--- src/rtl/sem_pkg.sv ---
// Shared types and constants for the Sobel edge magnitude unit.
package sem_pkg;

   localparam int CFG_IDX_WIDTH = 1;
   localparam logic [CFG_IDX_WIDTH-1:0] REG_FRAME_WIDTH = 1'b0;
   localparam logic [CFG_IDX_WIDTH-1:0] REG_FRAME_HEIGHT = 1'b1;
   localparam logic [10:0] WIDTH_RESET = 11'd640;
   localparam logic [12:0] HEIGHT_RESET = 13'd480;
   localparam logic [7:0] MAG_MAX = 8'd255;

   typedef logic [23:0] pix_type;

   // One window job handed from the front to the back part
   typedef struct packed {
      pix_type [2:0] left;    // rows 0..2, column 0
      pix_type [2:0] center;  // column 1
      pix_type [2:0] right;   // column 2
      logic last_run;
      logic last_frame;
   } job_type;

   // Per-channel Sobel sum of squares (max 2*1020^2 < 2^21)
   function automatic logic [20:0] sobel_sq(input job_type j, input int k);
      logic signed [11:0] a, b, c, d, f, h, i, q, gx, gy;
      logic [20:0] s;
      a = {4'd0, j.left[0][8*k +: 8]};
      b = {4'd0, j.center[0][8*k +: 8]};
      c = {4'd0, j.right[0][8*k +: 8]};
      d = {4'd0, j.left[1][8*k +: 8]};
      f = {4'd0, j.right[1][8*k +: 8]};
      h = {4'd0, j.left[2][8*k +: 8]};
      i = {4'd0, j.center[2][8*k +: 8]};
      q = {4'd0, j.right[2][8*k +: 8]};
      gx = (c - a) + ((f - d) <<< 1) + (q - h);
      gy = (h + (i <<< 1) + q) - (a + (b <<< 1) + c);
      s = 21'(gx * gx) + 21'(gy * gy);
      return s;
   endfunction

endpackage

--- src/rtl/sem_queue.sv ---
// Two-entry queue between front and back parts.
module sem_queue
   import sem_pkg::*;
(
   input  logic clock,
   input  logic reset,
   input  logic wr_valid,
   output logic wr_ready,
   input  job_type wr_data,
   output logic rd_valid,
   input  logic rd_ready,
   output job_type rd_data
);
   job_type slot_ff [2];
   logic wp_ff, rp_ff;
   logic [1:0] cnt_ff;
   logic push, pop;

   assign wr_ready = (cnt_ff != 2'd2);
   assign rd_valid = (cnt_ff != 2'd0);
   assign rd_data = slot_ff[rp_ff];
   assign push = wr_valid && wr_ready;
   assign pop = rd_valid && rd_ready;

   always_ff @(posedge clock) begin
      if (push) slot_ff[wp_ff] <= wr_data;
   end

   always_ff @(posedge clock) begin
      if (reset) begin
         wp_ff <= 1'b0;
         rp_ff <= 1'b0;
         cnt_ff <= '0;
      end else begin
         if (push) wp_ff <= ~wp_ff;
         if (pop) rp_ff <= ~rp_ff;
         cnt_ff <= cnt_ff + 2'(push) - 2'(pop);
      end
   end
endmodule

--- config.mk ---
export PLATFORM = sky130hd
export DESIGN_NAME = sem_queue
export DESIGN_NICKNAME = d
export VERILOG_FILES = /design/src/rtl/sem_pkg.sv /design/src/rtl/sem_queue.sv
export SDC_FILE = /design/constraint.sdc
export NUM_CORES = 1
export LEC_CHECK = 0
export BUFFER_PORTS_ARGS = -buffer_cell sky130_fd_sc_hd__buf_4
export CAP_MARGIN = 5
export CORE_MARGIN = 1.5
export CORE_UTILIZATION = 58
export CTS_BUF_LIST = sky130_fd_sc_hd__clkbuf_2
export CTS_CLUSTER_DIAMETER = 100
export DETAILED_ROUTE_END_ITERATION = 16
export GPL_TIMING_DRIVEN = 0
export PLACE_DENSITY = 0.95
export SETUP_SLACK_MARGIN = 0.1
export SLEW_MARGIN = 40
export SYNTH_ARGS = -nofsm -noshare
export SYNTH_HDL_FRONTEND = slang
export SYNTH_SLANG_ARGS = --single-unit
export TNS_END_PERCENT = 30
--- constraint.sdc ---
create_clock -name clock -period 27.9 [get_ports clock]
set_input_delay 6.975 -clock clock [delete_from_list [all_inputs] [get_ports clock]]
set_output_delay 6.975 -clock clock [all_outputs]
set_load 0.02 [all_outputs]
# [After elaboration in Yosys (flattened, before gate mapping)]
# Memories as Yosys holds them, arrays and structs flattened. A register that Yosys moved wholly into a read port is not among the register bits.
# Index checks and enable logic that the tools add are counted.
[op_classes] bitwise=2 n_addsub=2 eq_ne=1 n_reduce_logical=3 mux=4
[op_table] op="$mux 1" count=4
[op_table] op="$add 2x1->2" count=1
[op_table] op="$logic_and 1x1->1" count=2
[op_table] op="$ne 2x2->1 const B" count=1
[op_table] op="$not 1->1" count=2
[op_table] op="$reduce_bool 2->1" count=1
[op_table] op="$sub 2x1->2" count=1
[totals] in_bits=222 register_bits=4 memories=1 wordCells=16 output_inout_bits=220 ram_bits=436
[mem_list] memory="slot_ff" words=2 width=218 read_ports=1 rd_ports_with_merged_regs=1 write_ports=1 line="sem_queue.sv:14" source="job_type slot_ff [2];"

# [Depth between registers and ports, before layout]
[depth] ltp_word=4 depth_mapped=8 depth_no_buf=8

# [Least setup slack after synthesis]
# OpenSTA, ideal clock, no wires.
[synth_timing] kind="input-to-reg" startpoint="input wr_valid" endpoint="memory slot_ff[0][0] (netlist bit) (enable)" path_slack_ns=10.999 required_ns=27.100 setup_ns=0.800 path_buffers=0 arrival_time_ns=16.100 path_stages=2 path_cell_list="nand2_1 > nor2_1"
[synth_via] elab_chain_cells=3
[synth_rtl] item="start: declaration" line="sem_queue.sv:7" source="input logic wr_valid,"
[synth_rtl] item="$logic_and 1x1->1" line="sem_queue.sv:22" source="assign push = wr_valid && wr_ready;"
[synth_rtl] item="$mux 1" line="sem_queue.sv:26" source="if (push) slot_ff[wp_ff] <= wr_data;"
[synth_rtl] item="$mux 1 (implied by the code)" line="sem_queue.sv:26"
[synth_rtl] item="end: declaration" line="sem_queue.sv:14"
# No other way between the ends.

==> metrics.md <==
| Metric | Value |
|---|---|
| Critical path arrival | about 2300 ps |
| Crit-path cells | buf_6 -> buf_6 -> buf_8 -> mux2_4 -> buf_4 |
| Combinational power share | 34.3% |
| Clock sink count | 441 |
| Clk_lat worst skew | 910 ps |
| Syn Area/Cell | ~23 sq um |
| Max VDD drop | 0.0624 mV |
| Tcrit/Tclk final | 33.2% |
| Drt pass-1 iters | 5 |
| Slew Limit Fails | 0 |
| CTS clk-pin slew, worst paths | around 90 ps |
| Starting Density | 59.0% |
| Critical path type | reg2out |
| Die area | about 30,000 sq um |
| CTS tree | done |
| Root Driver | clkbuf_2 |
| GR Util All Layers | 25.8% |
| Seq/Total Area, Yosys | 80.5% |
| Worst-margin pin slew | between 500 and 600 ps |
| Final core utilization | 77.4% |
| Initial antenna violation count | 2 |
| Floorplan row count | around 60 |
| Fin area | 21,500 sq um |
| Clock Power Share | 20.4% |
| Buffer and inverter count on the worst path | 4 |
| # placed instances | ~1,500 |
| DP Wirelength | 27.6 mm |
| Internal power | 0.00128 W |
| Psw | 0.000601 W |
| Io pins | 442 |
| Drt total wl | 38.5 mm |
| CTS Buf Count | 104 |
| Sw Share | 31.9% |
| Sum Neg Setup Slack | 0 ps |
| # DRC | 0 |
| Worst-case clock buffer depth | 3 |
| Fillcell total | 1,461 |
| Synth Register Bits | 441 |
| Data required time of the worst path | roughly 21,000 ps |
| Slowest stage delay, CP | 350 ps |
| Synth Instances | 702 |
| Post-CTS Hold Buffers | 0 |
| Final hold viol count | 0 |
| Leakage | 8.46 nW |
| F_max | approximately 0.11 GHz |
| PwrDens | slightly below 90 nW/um^2 |
| Status | complete, no violations |
| Largest net degree at the start of global routing | 43 |
| H-tree lvl count | 3 |
| Postcts setup bufs | 0 |
| Crit-path leading delay family | buffers and inverters |
| Tot Pwr | 0.00189 W |
| Reg power frac | 45.3% |
| Most used cell, CP | buf_6 |
| DRT antenna net count | 0 |
| Die H | 171 um |
| Initial drt markers | 489 |
| CTS resizes | 0 |
| Max-cap violations | 0 |
| Distinct cells, synth | 19 |
| RSZ-0062 raised after global routing | no |
| Hold Crit Class | reg2reg |
| First-pass GRT wire length | between 50 and 60 mm |
| Via count | 9,010 |
| Area added between synthesis and finish | 31.1% |
| CP max FO | 10 |
| I/O Buffers | 441 |
| # nets final | 1,492 |
| Mapped Nets | 926 |
| Final setup vio count | 0 |
| CP endpoint kind | output pin |
| Layout Skew | slightly below 90 ps |
| Die width | 171 um |
| Slowest cell on crit path | dfxtp_1 |
| Routed len/inst | 22.4 um |
| Max transition margin | between 60% and 70% |
| Filler-free cell count of the finished design | 1,723 |
| Share of cells above drive strength 1 | 64.6% |
| Grt ovf | 0 |
| Core box area | 27,800 sq um |
| Routability cong. | 0.775 |
| Synthesized cell area | 16,400 sq um |
| Setup crit start kind | register |
| Synth Warn # | 0 |
| Crit path time final | 9260 ps |
| Reg-to-Reg Start | cnt_ff[0] |
| DR vias/cell | 5.23 |
| Vias in the first global route | just under 10,000 |
| Placed Area | around 21,000 sq um |
| Hold path start | rp_ff |
## area by class of cell
class                      count  area [sq um]  area share (%)
buffer                        24           238            1.11
multi-input combinational    236          2970            13.8
inverter                       1          3.75          0.0175
tap                          378           473            2.20
sequential                   441         13200            61.4
antenna                        2          5.00          0.0233
clock buffer                 154           771            3.59
clock inverter                27           120           0.559
timing repair buffer         460          3720            17.3
## Yosys cell counts, drive strengths merged
| cell type | number | area (sq um) |
|---|---|---|
| edfxtp | 436 | 13100 |
| mux2 | 219 | 2840 |
| buf | 24 | 238 |
| dfxtp | 5 | 100 |
| nor2 | 5 | 18.8 |
| ha | 2 | 25.0 |
| nor2b | 2 | 12.5 |
| xnor2 | 2 | 17.5 |
| and3 | 1 | 6.26 |
| inv | 1 | 3.75 |
| nand2 | 1 | 3.75 |
| nand2b | 1 | 6.26 |
| o21a | 1 | 7.51 |
| or2 | 1 | 6.26 |
| xor2 | 1 | 8.76 |
## logic make-up after synthesis
kind of cell	share of synthesized area [%]
muxes	17.3
AOI/OAI and AO/OA	0.0458
adders and majority gates	0.153
DFF	80.5
xor gates and xnor gates	0.160
and+or+nand+nor	0.328
buffers and inverters	1.47
## power by group through the flow
stage / clock network, W / logic (W) / registers, W
3_3_place_gp: 0 / 0.000598 / 0.000908
3_5_place_dp: 0 / 0.000647 / 0.000868
4_1_cts: 0.000397 / 0.000652 / 0.000854
5_1_grt: 0.000427 / 0.000678 / 0.000859
6_report: 0.000385 / 0.000648 / 0.000854
2_1_floorplan: 0 / 0.000376 / 0.000890
## per-layer routing
metal  global-route usage (%)  wire length [um]  vias up
met5                        0                 0        -
met4                     13.4              1620        0
met3                     10.2              3860       95
met2                     46.7             20500      479
met1                     25.2             12500     4453
li1                         -                 -     3983
## sequential cells by signal, summed over array words and instances (netlist names), named ones only
signal and count:
cnt_ff 2, rp_ff 1, slot_ff 436, wp_ff 1
## per-stage QoR
| step | setup WS (ps) | hold slack (ps) |
|---|---|---|
| floorplan | 11000 | 481 |
| global placement | 6620 | 499 |
| detailed placement | 19020 | 515 |
| CTS | 18510 | 536 |
| global route | 18460 | 546 |
| finish | 18640 | 544 |
## worst paths after layout
check / to / slack, ps / depth (start not counted)
worst max register to register: slot_ff[0][101] / 25470 / 9
worst max-delay path: rd_data[163] / 18640 / 5
worst min register to register: register / 540 / 2
worst min-delay path: register / 540 / 2
## worst min-delay path, stage by stage, from the launching register on
cell	delay [ps]
dfxtp_1	350
xnor2_1	90
nor2_1	80
## cell usage in the layout (no fill, tap or decap), types with 2 or more instances in the layout
cell type	instances
clkinv_1	20
edfxtp_1	436
mux2_2	119
buf_16	8
nor2_1	4
diode_2	2
xnor2_1	2
ha_1	2
clkinv_2	3
buf_2	10
buf_4	443
buf_8	16
mux2_4	100
clkinvlp_4	4
buf_12	5
clkbuf_2	154
nor2b_1	2
dfxtp_1	5
buf_6	2
Power figures use the tool's default switching activity.
