### config.mk
export PLATFORM = sky130hd
export DESIGN_NAME = sem_back
export DESIGN_NICKNAME = d
export VERILOG_FILES = /design/src/rtl/sem_pkg.sv /design/src/rtl/sem_back.sv
export SDC_FILE = /design/constraint.sdc
export NUM_CORES = 2
export LEC_CHECK = 0
export ABC_AREA = 1
export BUFFER_PORTS_ARGS = -buffer_cell sky130_fd_sc_hd__buf_2
export CAP_MARGIN = 20
export CORE_ASPECT_RATIO = 0.6
export CORE_MARGIN = 3
export CORE_UTILIZATION = 60
export DETAILED_ROUTE_END_ITERATION = 6
export HOLD_SLACK_MARGIN = 0.15
export PLACE_DENSITY = 0.86
export REMOVE_ABC_BUFFERS = 1
export SETUP_SLACK_MARGIN = 0.02
export SKIP_LAST_GASP = 1
export SYNTH_ARGS = -nofsm -noshare
export SYNTH_HDL_FRONTEND = slang
export SYNTH_SLANG_ARGS = --single-unit
### constraint.sdc
create_clock -name clock -period 22.7 [get_ports clock]
set_input_delay 3.405 -clock clock [delete_from_list [all_inputs] [get_ports clock]]
set_output_delay 3.405 -clock clock [all_outputs]
set_load 0.05 [all_outputs]
### src/rtl/sem_pkg.sv
// Shared types and constants for the Sobel edge magnitude unit.
package sem_pkg;

   localparam int CFG_IDX_WIDTH = 1;
   localparam logic [CFG_IDX_WIDTH-1:0] REG_FRAME_WIDTH = 1'b0;
   localparam logic [CFG_IDX_WIDTH-1:0] REG_FRAME_HEIGHT = 1'b1;
   localparam logic [10:0] WIDTH_RESET = 11'd640;
   localparam logic [12:0] HEIGHT_RESET = 13'd480;
   localparam logic [7:0] MAG_MAX = 8'd255;

   typedef logic [23:0] pix_type;

   // One window job handed from the front to the back part
   typedef struct packed {
      pix_type [2:0] left;    // rows 0..2, column 0
      pix_type [2:0] center;  // column 1
      pix_type [2:0] right;   // column 2
      logic last_run;
      logic last_frame;
   } job_type;

   // Per-channel Sobel sum of squares (max 2*1020^2 < 2^21)
   function automatic logic [20:0] sobel_sq(input job_type j, input int k);
      logic signed [11:0] a, b, c, d, f, h, i, q, gx, gy;
      logic [20:0] s;
      a = {4'd0, j.left[0][8*k +: 8]};
      b = {4'd0, j.center[0][8*k +: 8]};
      c = {4'd0, j.right[0][8*k +: 8]};
      d = {4'd0, j.left[1][8*k +: 8]};
      f = {4'd0, j.right[1][8*k +: 8]};
      h = {4'd0, j.left[2][8*k +: 8]};
      i = {4'd0, j.center[2][8*k +: 8]};
      q = {4'd0, j.right[2][8*k +: 8]};
      gx = (c - a) + ((f - d) <<< 1) + (q - h);
      gy = (h + (i <<< 1) + q) - (a + (b <<< 1) + c);
      s = 21'(gx * gx) + 21'(gy * gy);
      return s;
   endfunction

endpackage

### src/rtl/sem_back.sv
// Back part: Sobel sums, iterative rounded square root, result register.
module sem_back
   import sem_pkg::*;
(
   input  logic clock,
   input  logic reset,
   input  logic job_valid,
   output logic job_ready,
   input  job_type job,
   output logic out_valid,
   input  logic out_ready,
   output logic [7:0] out_red,
   output logic [7:0] out_green,
   output logic [7:0] out_blue,
   output logic out_last_run,
   output logic out_last_frame
);
   typedef enum logic [1:0] {ST_IDLE, ST_SQ, ST_ROOT} state_type;

   state_type state_ff;
   logic [20:0] rem_ff [3];
   logic [20:0] root_ff [3];
   logic [3:0] step_ff;
   logic lr_ff, lf_ff;
   job_type job_ff;

   logic [20:0] rem_in [3];
   logic [20:0] root_in [3];
   logic [7:0] mag [3];
   logic [21:0] bitv;
   logic out_load;

   // One root digit per cycle, all three channels together
   always_comb begin
      bitv = 22'(1) << (2 * (4'd10 - step_ff));
      for (int k = 0; k < 3; k++) begin
         logic [21:0] trial;
         logic [11:0] fin;
         trial = {1'b0, root_ff[k]} + bitv;
         if ({1'b0, rem_ff[k]} >= trial) begin
            rem_in[k] = rem_ff[k] - trial[20:0];
            root_in[k] = 21'(({1'b0, root_ff[k]} >> 1) + bitv);
         end else begin
            rem_in[k] = rem_ff[k];
            root_in[k] = root_ff[k] >> 1;
         end
         fin = root_ff[k][11:0] + 12'(rem_ff[k] > root_ff[k]);
         mag[k] = (fin > 12'(MAG_MAX)) ? MAG_MAX : fin[7:0];
      end
   end

   assign job_ready = (state_ff == ST_IDLE);
   assign out_load = (state_ff == ST_ROOT) && (step_ff == 4'd11) && (!out_valid || out_ready);

   always_ff @(posedge clock) begin
      if (reset) begin
         state_ff <= ST_IDLE;
         out_valid <= 1'b0;
         step_ff <= '0;
      end else begin
         if (out_valid && out_ready && !out_load) out_valid <= 1'b0;
         unique case (state_ff)
            ST_IDLE: begin
               if (job_valid) begin
                  job_ff <= job;
                  state_ff <= ST_SQ;
               end
            end
            ST_SQ: begin
               for (int k = 0; k < 3; k++) begin
                  rem_ff[k] <= sobel_sq(job_ff, k);
                  root_ff[k] <= '0;
               end
               lr_ff <= job_ff.last_run;
               lf_ff <= job_ff.last_frame;
               step_ff <= '0;
               state_ff <= ST_ROOT;
            end
            ST_ROOT: begin
               if (step_ff != 4'd11) begin
                  for (int k = 0; k < 3; k++) begin
                     rem_ff[k] <= rem_in[k];
                     root_ff[k] <= root_in[k];
                  end
                  step_ff <= step_ff + 4'd1;
               end else if (out_load) begin
                  out_red <= mag[0];
                  out_green <= mag[1];
                  out_blue <= mag[2];
                  out_last_run <= lr_ff;
                  out_last_frame <= lf_ff;
                  out_valid <= 1'b1;
                  state_ff <= ST_IDLE;
               end
            end
            default: state_ff <= ST_IDLE;
         endcase
      end
   end
endmodule

Yosys cells after proc, flatten, opt, wreduce, memory -nomap -nowiden
Memories as Yosys holds them, arrays and structs flattened.
Cells that the tools add are included.
- flip-flop bits (word level): 229
- memory bits (writable): 126
- input bits: 222
- output and inout port bits: 28
- logic and storage cells: 144
- memories: 2
- memory list (name ; words ; width ; rd ports ; clocked after Yosys merged registers in ; write ports ; line ; source):
    rem_ff ; 3 ; 21 ; 3 ; 0 ; 3 ; sem_back.sv:21 ; logic [20:0] rem_ff [3];
    root_ff ; 3 ; 21 ; 3 ; 0 ; 3 ; sem_back.sv:22 ; logic [20:0] root_ff [3];
- add/subtract/negate cells: 47
- $mul: 6
- magnitude comparators: 9
- eq/ne operators: 8
- shifts and indexed selects: 1
- muxes and demuxes: 29
- bitwise gates (word level): 8
- reductions and logical operators: 14
- operators by type and width (kind ; number):
    21-bit two-way mux ; 12
    12-bit by 12-bit multiplier with 21-bit output ; 6
    8-bit by 8-bit subtractor with 9-bit output ; 9
    10-bit by 8-bit adder with 11-bit output ; 6
    21-bit by 22-bit adder with 22-bit output ; 3
    21-bit by 22-bit greater-or-equal comparator with 1-bit output ; 3
    20-bit by 21-bit adder with 21-bit output ; 3
    21-bit adder ; 3
    21-bit greater-than comparator ; 3
    21-bit subtractor ; 3
    8-bit by 9-bit adder with 10-bit output ; 6
    11-bit by 9-bit adder with 12-bit output ; 3
    12-bit by 1-bit adder with 12-bit output ; 3
    12-bit by 8-bit greater-than comparator with 1-bit output (second input constant) ; 3
    11-bit by 11-bit subtractor with 12-bit output ; 3
    9-bit by 10-bit adder with 11-bit output ; 3
    1-bit by 32-bit left shift with 22-bit output (first input constant) ; 1
    1-bit two-way mux ; 11
    4-bit one-hot mux with 2 select lines ; 1
    2-bit two-way mux ; 3
    2-bit != test (second input constant) ; 3
    1-bit bitwise OR ; 6
    2-bit one-hot mux with 3 select lines ; 1
    3-bit AND reduction ; 2
    other kinds (16) ; 22

Logic depth before layout (Yosys ltp)
- depth after elaboration: 9
- mapped depth: 54
- gate-level depth less buffers: 53

Worst setup path before layout
OpenSTA, ideal clock, no wires.
- path kind: input-to-reg
- start point: input reset
- end point: register job_ff[0] (netlist name), enable pin
- arrival: 11675 ps
- path slack: 10273 ps
- cell stages on the path: 2
- path through: clkbuf_1 > nor2_1
- word-level cells in the longest chain between the ends: 2
- ends and longest elaborated chain (what ; line ; source):
    start, declared ; sem_back.sv:6 ; input logic reset,
    1-bit inverter (no source line) ; - ;
    3-bit AND reduction (no source line) ; - ;
    end signal, assigned ; sem_back.sv:65 ; job_ff <= job;
    end, declared ; sem_back.sv:25 ; job_type job_ff;
Every way passes these cells.
A chain may end at the register's enable or synchronous reset.

==> reports/metrics.cfg <==
[status]
outcome = complete, but fails checks
violations = design-rule violations

[synth]
yosysSeqAreaShare_pct = 18.7
syn_inst = 6553
synth.avg_cell_area_um2 = 8.63
synth_xor_area_share_pct = 4.14
synth_edf_count = 348
ys_seq_elements = 355
synth_mux_area_share_pct = 0
synth_top_family_by_area = adder cells
syn_area_um2 = 56500
synth-compound-area-share_pct = 8.02
synth.largest_area_cell = fa_1
synth_top_area_share_pct = 30.2
synth_top_flop_cell = edfxtp_1
synth-simple-area-share_pct = 13.9
yosys.area_share.adder_pct = 43.2
synth_warnings = 0
synthTopCellsByArea = fa_1, edfxtp_1, ha_1
synth.distinct_cells = 62
async_flop_share_pct = 0

[placement]
dpl.hpwl_mm = 119
routabilityCongestion = 0.994
port-buffer-count = 225

[timing]
maxSlewHeadroom_pct = 16.8
final-hold-violation-count = 0
whs_ns = 0.421
post-route-period-util_pct = 49.1
fin_crit_ns = 11.14
final.setup.tns_ns = 0
rsz0062_at_grt = false
max_freq_mhz = 89.8
clock_skew_ns = 0.0368
setup_viol = 0
drv_slew = 0
tightest_slew_ns = 1.24

[floorplan]
initial_utilization_pct = 61.1
coreArea_um2 = 92500
io_pins = 250
fp.dieArea_um2 = 98100
die_height_um = 244
rows = 86
die_w_um = 402

[cells_and_area]
final_cell_mix = inv_1, nand2_1, fa_1
syn2layout_area_growth_pct = 6.93
drive_gt1_share_pct = 6.11
finalNetCount = 8460
final_common_cell = inv_1

[min_path]
hold_class = flip-flop to flip-flop

[worst_setup_path]
worst-path-max-fanout = 9
slowest_delay_ns = 0.75
cp_data_required_time_ns = 23.06
cp_slowest_cell = xor2_1
worstSetupEndpointType = flip-flop
path_class = flip-flop to flip-flop
crit_path_start_kind = flip-flop
reg2reg_slack_ns = 11.56
cp.arrival_ns = 11.49

[global_route]
gr-total-overflow = 0
grt_pass1_vias = 45500
grt_use_total_pct = 29.2
grt_pass1_wl_mm = 231
antenna_found_initial = 3
grt_start_max_net_pins = 73

[routing]
wl_per_cell_um = 17.5
num_vias = 44900
detail_route.iter0.violations = 4549
remaining_drc_errors = 17
ant_nets = 0
dr.pass1.iters = 7
avgViaCountPerCell = 5.57
routed_wirelength_mm = 141

[cts]
clk_path_buf_depth = 3
cts_buffers = 41
cts_hold_buf = 0
path_clk_slew_ns = 0.07
cts_root_buffer = clkbuf_16
cts_resized = 0
cts_tree = built
cts.sinks = 355
postCtsSetupBuffers = 0
htreeDepth = 2
clk_latency_ns = 0.62

[job]
maxCapViolCount = 0

## worst max-delay path: cells and delay by family, from the launching register on
family / cells / cell delay, ns
xor gates and xnor gates: 2 / 0.97
adders and majority gates: 11 / 4.98
DFF: 1 / 0.42
buffers and inverters: 9 / 0.75
AOI/OAI and AO/OA: 10 / 2.33
and+or+nand+nor: 12 / 1.42
## synth_stat cells (all sizes together) (7+ instances only)
cell    count
a211oi      8
a21boi     10
a21o       20
a21oi     354
a31oi      23
buf        30
clkbuf     22
clkinv     18
dfxtp       7
edfxtp    348
fa        852
ha        589
inv      1719
nand2     957
nand3     188
nand4      59
nor2      601
nor3       56
nor4       12
o211ai      9
o21a        9
o21ai     281
o21bai     40
o31ai      12
or2        21
xnor2     106
xor2      161
## area by class of cell
type | count | area, um2
inverter | 1737 | 6520
timing repair buffer | 253 | 1340
fill | 7239 | 32100
antenna | 3 | 7.51
tap | 1232 | 1540
sequential | 355 | 10600
clock inverter | 31 | 229
clock buffer | 44 | 1050
multi-input combinational | 4409 | 39200
## registers in the layout, indices dropped and copies added (netlist names)
name / cells
out_green: 8
out_blue: 8
out_valid: 1
rem_ff: 63
lr_ff: 1
root_ff: 63
out_last_frame: 1
lf_ff: 1
job_ff: 194
state_ff: 2
out_red: 8
out_last_run: 1
step_ff: 4
## kinds of logic after synthesis
group	after synthesis
adder cells (fa/ha/maj)	1441
XOR/XNOR	267
AND/OR/NAND/NOR	1903
buffers and inverters	1789
flip-flops	355
AO/OA/AOI/OAI	798
## metrics by stage
stage	utilization [%]	instance area, um2	std cells	worst slack (ns)
after CTS	65.3	60400	8061	11.86
after global placement	63.9	59200	7986	12.12
after detailed placement	63.9	59200	7986	11.89
final	65.3	60400	8064	11.56
after global routing	65.3	60400	8064	11.04
after floorplan	-	56300	6501	10.39
## per-layer routing
layer	track usage (%)	routed length (um)
met2	42.9	59900
met4	6.14	2930
met5	1.02	153
met3	8.44	17300
met1	43.1	61100
## final timing paths
kind,depth (start not counted),to,from
worst min-delay path,0,out_last_run,lr_ff
worst min register to register,0,out_last_run,lr_ff
worst max-delay path,44,rem_ff[0][62],job_ff[20]
worst max register to register,44,rem_ff[0][62],job_ff[20]
Power is not shown: default switching activity piles up to over one toggle a cycle in this logic, so the estimate is an artifact.
